===== src/rtl/bfmc_fifo.sv =====
// small fifo of words with valid and stall on both sides
module bfmc_fifo #(
  parameter int Width = 8,
  parameter int Depth = 4
) (
  input  logic             clk_i,
  input  logic             rst_ni,
  input  logic             in_valid_i,
  output logic             in_stall_o,
  input  logic [Width-1:0] in_data_i,
  output logic             out_valid_o,
  input  logic             out_stall_i,
  output logic [Width-1:0] out_data_o
);
  localparam int AW = $clog2(Depth);
  logic [Width-1:0] mem_q [Depth];
  logic [AW-1:0]    wp_q, rp_q;
  logic [AW:0]      cnt_q;
  logic             push, pop;

  assign in_stall_o  = (cnt_q == (AW+1)'(Depth));
  assign out_valid_o = (cnt_q != '0);
  assign out_data_o  = mem_q[rp_q];
  assign push = in_valid_i && !in_stall_o;
  assign pop  = out_valid_o && !out_stall_i;

  always_ff @(posedge clk_i) begin
    if (push) mem_q[wp_q] <= in_data_i;
  end

  always_ff @(posedge clk_i or negedge rst_ni) begin
    if (!rst_ni) begin
      wp_q  <= '0;
      rp_q  <= '0;
      cnt_q <= '0;
    end else begin
      if (push) wp_q <= (wp_q == AW'(Depth-1)) ? '0 : wp_q + AW'(1);
      if (pop)  rp_q <= (rp_q == AW'(Depth-1)) ? '0 : rp_q + AW'(1);
      cnt_q <= cnt_q + (AW+1)'(push) - (AW+1)'(pop);
    end
  end
endmodule


===== config.mk =====
export PLATFORM = sky130hd
export DESIGN_NAME = bfmc_fifo
export DESIGN_NICKNAME = d
export VERILOG_FILES = /design/src/rtl/bfmc_fifo.sv
export SDC_FILE = /design/constraint.sdc
export NUM_CORES = 1
export LEC_CHECK = 0
export CORE_ASPECT_RATIO = 0.6
export CORE_UTILIZATION = 69
export CTS_BUF_LIST = sky130_fd_sc_hd__clkbuf_8
export DETAILED_ROUTE_END_ITERATION = 16
export DONT_BUFFER_PORTS = 1
export PLACE_DENSITY = 0.91
export SLEW_MARGIN = 20
export SYNTH_ARGS = -nofsm -noshare
export SYNTH_HDL_FRONTEND = slang
export SYNTH_SLANG_ARGS = --single-unit

===== constraint.sdc =====
create_clock -name clk_i -period 5.4 [get_ports clk_i]
set_input_delay 1.35 -clock clk_i [delete_from_list [all_inputs] [get_ports clk_i]]
set_output_delay 1.35 -clock clk_i [all_outputs]
set_load 0.02 [all_outputs]

## Yosys cells after proc, flatten, opt, wreduce, memory -nomap -nowiden

Memories as Yosys holds them, arrays and structs flattened.
Index checks and enable logic that the tools add are counted.

| word-level totals | value |
|---|---|
| output and inout port bits | 10 |
| word-level logic and storage cells | 20 |
| register bits after elaboration | 7 |
| bits of input ports | 12 |
| memories | 1 |
| RAM bits | 32 |

Memories:

| name | depth | bits a word | read ports | clocked after Yosys merged registers in | wr ports | RTL line | RTL |
|---|---|---|---|---|---|---|---|
| mem_q | 4 | 8 | 1 | 0 | 1 | 16 | `logic [Width-1:0] mem_q [Depth];` |

| operators by class | value |
|---|---|
| equal/unequal tests | 3 |
| reductions and logical operators | 5 |
| mux-type cells | 4 |
| add/subtract/negate cells | 4 |

Operator list:

| kind | count |
|---|---|
| adder 2 x 1 -> 2 bit, second input constant | 2 |
| equality test 2 bit, second input constant | 2 |
| 2-to-1 mux 2 bit | 2 |
| adder 3 x 1 -> 3 bit | 1 |
| equality test 3 bit, second input constant | 1 |
| nonzero test 3 bit | 1 |
| subtractor 3 x 1 -> 3 bit | 1 |
| logical AND 1 bit | 2 |
| zero test 1 bit | 2 |
| 2-to-1 mux 1 bit | 2 |

## Logic depth before layout (Yosys ltp)

Gate-level depths: netlist (run 1).

| depth | value |
|---|---|
| depth in word-level cells | 5 |
| depth in mapped cells | 10 |
| mapped depth without buffers | 10 |

## Worst setup path after synthesis (run 1)

Ideal clock, no wire load.

| path | value |
|---|---|
| path kind | input port to flip-flop |
| start | input port in_valid_i |
| end | register cnt_q[2] |
| path slack | 2559 ps |
| path buffers | 0 |
| data arrival time | 2710 ps |
| stages | 9 |
| library setup time | 131 ps |
| required time | 5269 ps |
| cell sequence | nor2b_2 inv_1 ha_1 inv_1 ha_1 inv_1 fa_1 xnor2_1 xnor2_1 |

| on the way | value |
|---|---|
| cells in the longest elaborated chain, start to end | 3 |

Ends and longest elaborated chain:

| item | RTL line | RTL |
|---|---|---|
| start: declaration | 8 | `input logic in_valid_i,` |
| logical AND 1 bit | 24 | `assign push = in_valid_i && !in_stall_o;` |
| adder 3 x 1 -> 3 bit | 39 | `cnt_q <= cnt_q + (AW+1)'(push) - (AW+1)'(pop);` |
| subtractor 3 x 1 -> 3 bit | 39 |  |
| end signal: assignment | 39 |  |
| end: declaration | 18 | `logic [AW:0] cnt_q;` |

No other way between the ends.
A chain may end at the register's enable or synchronous reset.

## Worst setup path in the final report (run 1)

| path | value |
|---|---|
| start | register rp_q[0] |
| end | output port out_data_o[4] |

| on the way | value |
|---|---|
| cells in the longest elaborated chain, start to end | 1 |

Ends and longest elaborated chain:

| item | RTL line | RTL |
|---|---|---|
| start: declaration | 17 | `logic [AW-1:0] wp_q, rp_q;` |
| start signal: assignment | 38 | `if (pop) rp_q <= (rp_q == AW'(Depth-1)) ? '0 : rp_q + AW'(1);` |
| memory (4 x 8 bit) | -- |  |
| end: declaration | 13 | `output logic [Width-1:0] out_data_o` |

No other way between the ends.

==> results by group, run 1 <==
Status
  – Status: finished clean

Timing
  – Hold Violations, Final: 0
  – Max Freq: 327.9 MHz
  – Max-slew violation count: 0
  – RSZ-0062 raised after global routing: false
  – Clock Skew: 9.240 ps
  – Max_slew headroom: 0.5960
  – Fin crit share: 0.5647
  – Min Tclk post-route: 3050 ps
  – Final setup TNS: 0 ps
  – Hold Slack: 656.2 ps
  – Worst Tran Pin Value: 605.9 ps
  – Setup violators final: 0

Placed design
  – Hpwl dp: 1874 um
  – Gpl congestion: 0.7790
  – IO buf count: 0
  – Cells after DPL: 110

Die
  – Die Span X: 64.30 um
  – I/O Pins: 22
  – Die height: 39.38 um
  – # rows: 13
  – Starting Density: 0.7371
  – Die ar.: 0.002532 mm2
  – Core Area: 0.002180 mm2

Yosys
  – Compound-Gate Fraction of Synth Area: 0.01636
  – Synth Instances: 82
  – Yosys top cell by area: edfxtp_1
  – Post-Synth Simple-Gate Area: 0.05374
  – Post-synth EDFFs: 32
  – Mux contribution to synthesized area: 0.1215
  – Commonest cells post-synth: edfxtp_1, mux4_2, dfrtp_1, ha_1, inv_1
  – Sequential cell area fraction in the yosys report: 0.7072
  – Library cells used by synthesis: 20
  – Area contributors post-synth: edfxtp_1, mux4_2, dfrtp_1, ha_1, inv_1
  – Most used DFF post-synth: edfxtp_1
  – Largest family of logic cells by synthesized area: multiplexers
  – Count leader, synth: edfxtp_1
  – Share of the synthesized area in the top cell type: 0.5981
  – Syn_nets: 102
  – Synth Cell Area: 0.001607 mm2
  – Adder-Cell Fraction of Synth Area: 0.06698
  – Syn avg cell area: 19.59 um2
  – Yosys reg bits: 39
  – Asr flop ratio synth: 0.1795
  – Xor and xnor fraction of the mapped netlist area: 0.01090
  – YS warnings: 0

Clocking
  – Cts repair resizes: 0
  – TritonCTS buffer count: 5
  – Clock Sinks: 39
  – Maximum buffer depth of the clock tree: 2
  – Setup Fix Bufs, Post-CTS: 0
  – CTS root buffer: clkbuf_8
  – Clk Latency, worst-skew pair: 290 ps
  – Post-CTS Hold Buffers: 0
  – Reg clk slew, reported paths: 70 ps
  – H-Tree Level Count: 2
  – CTS tree: yes

GRT
  – GRT overflow: 0
  – Initial antenna violation count: 0
  – GRT Util Overall: 0.2505
  – Largest net degree at the start of global routing: 12
  – Vias in the first global route: 781
  – Global-route wire length before repair: 4057 um

Critical path
  – R2R cell count: 10
  – Worst reg2reg endpoint: cnt_q[2]
  – Max stage delay on crit path: 730 ps
  – Delay-heaviest family, CP: flip-flops
  – CP cell instances: mux4_2
  – Count of buffer and inverter cells on the critical path: 0
  – Setup crit start kind: flip-flop
  – Reg2reg start: cnt_q[1]
  – Worst Path Arrival: 1700 ps
  – WP data required: 4050 ps
  – Worst-path fanout max: 11
  – Worst path slowest cell: dfrtp_1
  – Worst R2R Setup Slack: 2980 ps
  – CP endpoint kind: output pin
  – CP Class: flip-flop to output pin

Drt
  – DR WL/cell: 21.50 um
  – Final wirelength: 2537 um
  – Initial DRT Pass Iterations: 4
  – Vias/cell: 6.271
  – Vias: 740
  – ANT nets after route: 0
  – # DRC: 0
  – Initial DRC Count: 31

Finish
  – Ratio of cells with drive above 1 in the final layout: 0.2159
  – Number of diodes: 0
  – Nets@finish: 107
  – Post-Layout Cell Count: 118
  – Area delta synth->final: 6.698%

Power and ir drop
  – Pleak: 0.6184 nW
  – Pwr Density: 558.5 mW/mm2
  – Peak supply drop: 0.3776 mV

Min path
  – Hold Path Depth: 3
  – Hold endpoint: wp_q[0]
  – Hold crit path type: flip-flop to flip-flop
  – Min-delay src: wp_q[0]

Job
  – Max-cap violations: 0
cells in the final DEF (no fill, tap or decap), drive strengths merged:
cell,Yosys,layout
o22ai,2,2
nor3b,1,1
mux2,1,1
ha,7,7
nor2b,1,1
o41ai,1,1
clkbuf,1,5
mux4,8,8
nor2,2,2
xnor2,2,2
and2,4,4
edfxtp,32,32
clkinv,0,1
nor3,1,1
dfrtp,7,7
inv,7,9
nand2,2,2
fa,1,1
o21ai,1,1
logic make-up after synthesis:
kind of cell / after synthesis
buf+inv: 9
mux: 9
fa+ha+maj: 8
compound gates: 4
simple gates: 11
flops: 39
xor+xnor: 2
registers in the layout, summed over array words and instances (netlist names):
signal,flops
wp_q,2
rp_q,2
mem_q,32
cnt_q,3
routing by layer:
layer / track usage / share of wire / wire, um
met2: 0.4158 / 0.49 / 1253
met1: 0.3063 / 0.43 / 1086
met3: 0.09593 / 0.065 / 166
met5: 0 / 0 / 0
met4: 0.1000 / 0.012 / 31
layout make-up:
type / count / area (um2)
Inverter: 7 / 26.28
Sequential cell: 39 / 1136
Tap cell: 30 / 37.54
Fill cell: 119 / 465.4
Multi-Input combinational cell: 34 / 432.9
Clock buffer: 5 / 68.82
Clock inverter: 3 / 12.51
worst max path at each step:
| stage | from | end | slack [ps] | depth (start not counted) |
|---|---|---|---|---|
| global route | rp_q[0] | out_data_o[4] | 2250 | 1 |
| finish | rp_q[0] | out_data_o[4] | 2350 | 1 |
| CTS | rp_q[0] | out_data_o[4] | 2320 | 1 |
| global placement | in_valid_i | cnt_q[2] | 2490 | 9 |
| detailed placement | in_valid_i | cnt_q[2] | 2410 | 9 |
| floorplan | in_valid_i | cnt_q[2] | 2560 | 9 |
power by group:
part	total (mW)	switching (mW)	internal [mW]
Sequential	0.487	0.0810	0.406
Clock	0.179	0.0920	0.0867
Combinational	0.292	0.161	0.131
Total	0.957	0.334	0.624
worst min-delay path, delay by kind of cell, from the launching register on:
kind	cells	cell delay [ps]
AOI/OAI and AO/OA	1	70
DFF	1	420
and+or+nand+nor	2	130
per-stage QoR:
stage               total power, mW  setup WS [ps]  area (um2)    util
detailed placement           0.7883           2415        1633  0.7491
floorplan                    0.7303           2559        1607       -
CTS                          0.9640           2317        1714  0.7865
global placement             0.7670           2494        1633  0.7491
finish                       0.9574           2350        1714  0.7865
global route                  1.011           2254        1714  0.7865
No activity file was read; power rests on OpenSTA's default activity.
==> run 2: changes to the inputs <==
--- a/config.mk
+++ b/config.mk
@@ -6,11 +6,11 @@
 export NUM_CORES = 1
 export LEC_CHECK = 0
 export CORE_ASPECT_RATIO = 0.6
-export CORE_UTILIZATION = 69
+export CORE_UTILIZATION = 64
 export CTS_BUF_LIST = sky130_fd_sc_hd__clkbuf_8
 export DETAILED_ROUTE_END_ITERATION = 16
 export DONT_BUFFER_PORTS = 1
-export PLACE_DENSITY = 0.91
+export PLACE_DENSITY = 0.86
 export SLEW_MARGIN = 20
 export SYNTH_ARGS = -nofsm -noshare
 export SYNTH_HDL_FRONTEND = slang
==> constraint.sdc (replaced) <==
create_clock -name clk_i -period 2.9 [get_ports clk_i]
set_input_delay 0.725 -clock clk_i [delete_from_list [all_inputs] [get_ports clk_i]]
set_output_delay 0.725 -clock clk_i [all_outputs]
set_load 0.02 [all_outputs]
==> run 2 against run 1 <==
  * Total power grew 86%
  * Global-route usage shrank 4.6 points
  * Routed wire length shrank 6.6%
  * Final area is the same
  * Critical endpoint is now out_data_o[3]
  * Largest power group unchanged
  * Highest routed layer unchanged
==> results by group, run 2 (synthesis results as in run 1) <==
Die
  – Die height: 40.81 um
  – Die Span X: 66.68 um
  – I/O Pins: 22
  – Starting Density: 0.7106
  – Die ar.: 0.002721 mm2
  – # rows: 13
  – Core Area: 0.002261 mm2

Critical path
  – Worst path slowest cell: dfrtp_1
  – CP Class: flip-flop to output pin
  – Delay-heaviest family, CP: flip-flops
  – Reg2reg start: cnt_q[1]
  – Worst reg2reg endpoint: cnt_q[2]
  – Count of buffer and inverter cells on the critical path: 0
  – Max stage delay on crit path: 730 ps
  – Worst-path fanout max: 11
  – CP cell instances: mux4_2
  – R2R cell count: 10
  – WP data required: 2170 ps
  – CP endpoint kind: output pin
  – Worst Path Arrival: 1690 ps
  – Worst R2R Setup Slack: 490 ps
  – Setup crit start kind: flip-flop

Clocking
  – H-Tree Level Count: 2
  – Cts repair resizes: 0
  – Post-CTS Hold Buffers: 0
  – Reg clk slew, reported paths: 70 ps
  – TritonCTS buffer count: 5
  – CTS root buffer: clkbuf_8
  – Clk Latency, worst-skew pair: 280 ps
  – Clock Sinks: 39
  – Setup Fix Bufs, Post-CTS: 0
  – Maximum buffer depth of the clock tree: 2
  – CTS tree: yes

Finish
  – Biggest register: mem_q
  – Number of diodes: 0
  – Leading cell type in the layout, fill and taps excluded: edfxtp_1
  – Final instance area: 0.001714 mm2
  – Nets@finish: 107
  – Max FFs per register: 32
  – Most frequent cells in the layout: edfxtp_1, inv_1, mux4_2
  – Core Util, Final: 0.7582
  – Area delta synth->final: 6.698%
  – Post-Layout Cell Count: 118
  – Ratio of cells with drive above 1 in the final layout: 0.2159
  – FILL cells: 132
  – Largest regs: mem_q (32), cnt_q (3)

Timing
  – RSZ-0062 raised after global routing: false
  – Max Freq: 413.7 MHz
  – Clock Skew: 2.390 ps
  – Hold Violations, Final: 0
  – Hold Slack: 128.3 ps
  – Setup violators final: 0
  – Min Tclk post-route: 2417 ps
  – Final setup margin: 482.8 ps
  – Max-slew violation count: 0
  – Fin crit share: 0.8335
  – Final setup TNS: 0 ps
  – Worst Tran Pin Value: 599.7 ps
  – Max_slew headroom: 0.6002

Power and ir drop
  – Final Total Pwr: 1.782 mW
  – Pwr Density: 1039 mW/mm2
  – Peak supply drop: 0.6530 mV
  – Pleak: 0.6184 nW

Drt
  – ANT nets after route: 0
  – Initial DRC Count: 49
  – Final wirelength: 2370 um
  – Vias/cell: 5.907
  – # DRC: 0
  – Vias: 697
  – DR WL/cell: 20.08 um
  – Initial DRT Pass Iterations: 4

Placed design
  – Placed Area: 0.001633 mm2
  – Gpl congestion: 0.7173
  – Cells after DPL: 110
  – IO buf count: 0
  – Pre-CTS setup slack: 487.9 ps
  – Hpwl dp: 1717 um

GRT
  – Largest net degree at the start of global routing: 12
  – Initial antenna violation count: 0
  – Vias in the first global route: 696
  – GRT overflow: 0
  – Global-route wire length before repair: 3408 um
  – GRT Util Overall: 0.2050

Job
  – Max-cap violations: 0

Min path
  – Hold crit path type: input port to asynchronous set/reset pin

Status
  – Status: finished clean
## run 2: how the worst max path moves through the flow
stage | startpoint | to | cells after the start
final | rp_q[0] | out_data_o[3] | 1
after global routing | cnt_q[1] | cnt_q[2] | 10
after CTS | rp_q[0] | out_data_o[3] | 1
after detailed placement | cnt_q[1] | cnt_q[2] | 10
after global placement | cnt_q[1] | cnt_q[2] | 10
after floorplan | in_valid_i | cnt_q[2] | 9
## run 2: layout make-up
cell class / count / area (um2) / area share
Sequential cell: 39 / 1136 / 0.6628
Tap cell: 30 / 37.54 / 0.02190
Clock buffer: 5 / 68.82 / 0.04015
Multi-Input combinational cell: 34 / 432.9 / 0.2526
Clock inverter: 3 / 12.51 / 0.007299
Inverter: 7 / 26.28 / 0.01533
## run 2: per-layer routing
layer  vias to the layer above  track usage  share of wire
met3                         2      0.09722          0.067
met5                         -            0              0
met1                       356       0.2340           0.44
li1                        319            -              -
met2                        20       0.3409           0.49
met4                         0      0.09574         0.0097
## run 2: where the power goes
part	internal (mW)	switching, mW
sequential	0.756	0.139
clock	0.161	0.171
combinational	0.246	0.308
total	1.16	0.618
==> run 3: changes to the inputs <==
==> constraint.sdc (replaced) <==
create_clock -name clk_i -period 2.5 [get_ports clk_i]
set_input_delay 0.625 -clock clk_i [delete_from_list [all_inputs] [get_ports clk_i]]
set_output_delay 0.625 -clock clk_i [all_outputs]
set_load 0.02 [all_outputs]
==> run 3 against run 2 <==
  * Sequential share of layout area decreased by 0.38 points
  * Final area increased by 0.58%
  * Core utilization grew 0.44 points
  * Worst hold slack lost 100 ps
  * First-iteration DRC count grew 47%
  * Clock power up 19%
  * Global-route usage up 2.6 points
==> results by group, run 3 (synthesis results as in run 1) <==
Status
  – Status: finished clean

Min path
  – Hold crit path type: input port to asynchronous set/reset pin

Die
  – Die height: 40.81 um
  – Die ar.: 0.002721 mm2
  – Core Area: 0.002261 mm2
  – Die Span X: 66.68 um
  – Starting Density: 0.7106
  – I/O Pins: 22
  – # rows: 13

Timing
  – Worst Tran Pin Value: 594.6 ps
  – Final setup TNS: 0 ps
  – Max Freq: 432.5 MHz
  – Max_slew headroom: 0.6036
  – Clock Skew: 3.115 ps
  – Fin crit share: 0.9249
  – Setup violators final: 0
  – Hold Violations, Final: 0
  – Max-slew violation count: 0
  – Min Tclk post-route: 2312 ps
  – RSZ-0062 raised after global routing: false

Critical path
  – Worst path slowest cell: dfrtp_1
  – Worst reg2reg endpoint: cnt_q[2]
  – R2R cell count: 10
  – CP endpoint kind: output pin
  – Worst R2R Setup Slack: 210 ps
  – CP Class: flip-flop to output pin
  – Count of buffer and inverter cells on the critical path: 0
  – Worst Path Arrival: 1690 ps
  – Max stage delay on crit path: 720 ps
  – Worst-path fanout max: 11
  – Delay-heaviest family, CP: flip-flops
  – Reg2reg start: cnt_q[2]
  – WP data required: 1880 ps
  – Setup crit start kind: flip-flop
  – CP cell instances: mux4_2
  – Crit path depth: 1

Finish
  – Area delta synth->final: 7.321%
  – Most frequent cells in the layout: edfxtp_1, mux4_2, inv_1, ha_1, dfrtp_1
  – Leading cell type in the layout, fill and taps excluded: edfxtp_1
  – Biggest register: mem_q
  – Post-Layout Cell Count: 119
  – Core Util, Final: 0.7626
  – Number of diodes: 0
  – Nets@finish: 108
  – Ratio of cells with drive above 1 in the final layout: 0.2472
  – FILL cells: 116
  – Max FFs per register: 32
  – Largest regs: mem_q (32), cnt_q (3)

Drt
  – Vias: 698
  – Vias/cell: 5.866
  – DR WL/cell: 20.88 um
  – Final wirelength: 2485 um
  – Initial DRT Pass Iterations: 4
  – # DRC: 0
  – Initial DRC Count: 72
  – ANT nets after route: 0

GRT
  – GRT overflow: 0
  – Initial antenna violation count: 0
  – Vias in the first global route: 666
  – GRT Util Overall: 0.2308
  – Largest net degree at the start of global routing: 13
  – Global-route wire length before repair: 3781 um

Clocking
  – TritonCTS buffer count: 5
  – Clock Sinks: 39
  – Cts repair resizes: 0
  – CTS root buffer: clkbuf_8
  – CTS tree: yes
  – Post-CTS Hold Buffers: 0
  – H-Tree Level Count: 2
  – Reg clk slew, reported paths: 70 ps
  – Setup Fix Bufs, Post-CTS: 0
  – Clk Latency, worst-skew pair: 280 ps
  – Maximum buffer depth of the clock tree: 2

Power and ir drop
  – Peak supply drop: 0.7999 mV
  – Pleak: 0.6209 nW
  – Pwr Density: 1209 mW/mm2

Placed design
  – Hpwl dp: 1786 um
  – IO buf count: 0
  – Cells after DPL: 111
  – Gpl congestion: 0.7296

Job
  – Max-cap violations: 0
[run 3: cell types whose count changed in the layout (fill, tap and decap cells not counted), sizes merged]
cell    change
inv         -2
buf         +1
clkinv      +2
[run 3: layout make-up]
type                       instances  area [um2]  share of cell area
sequential                        39        1136              0.6589
multi-input combinational         34       432.9              0.2511
inverter                           7       26.28             0.01524
timing repair buffer               1       7.507            0.004354
clock inverter                     3       15.01            0.008708
clock buffer                       5       68.82             0.03991
tap                               30       37.54             0.02177
[run 3: power breakdown]
part / internal [mW] / switching (mW)
Sequential: 0.877 / 0.173
Clock: 0.191 / 0.205
Combinational: 0.293 / 0.347
Total: 1.36 / 0.724
[run 3: per-layer routing]
metal	vias up	track usage	wire length, um
li1	324	-	-
met5	-	0	0
met2	24	0.3434	1194
met4	0	0.09574	24
met1	346	0.2968	1073
met3	4	0.1111	193
[run 3: stage by stage]
stage / setup slack, ps / power (mW) / area (um2) / hold WS, ps
after floorplan: 292.2 / 1.578 / 1607 / 329.4
after global placement: 319.8 / 1.667 / 1640 / 329.5
after detailed placement: 214.1 / 1.714 / 1640 / 329.5
after CTS: 153.7 / 2.105 / 1724 / 18.94
after global routing: 54.03 / 2.211 / 1724 / 5.577
final: 187.9 / 2.084 / 1724 / 26.20
[run 3: worst max path at each step]
stage                     to  startpoint  slack (ps)
3_5_place_dp        cnt_q[2]  in_valid_i         210
3_3_place_gp        cnt_q[2]  in_valid_i         320
4_1_cts        out_data_o[6]     rp_q[0]         150
5_1_grt             cnt_q[2]    cnt_q[1]          50
2_1_floorplan       cnt_q[2]    cnt_q[1]         290
6_report       out_data_o[6]     rp_q[0]         190
[run 3: worst register-to-register path: stages (launching register included)]
cell     delay, ps
dfrtp_1        450
nor3b_4        190
nor2b_2        250
inv_1           90
ha_1           300
inv_1           60
ha_1           130
inv_1           50
fa_1           370
xnor2_1        150
xnor2_1        130
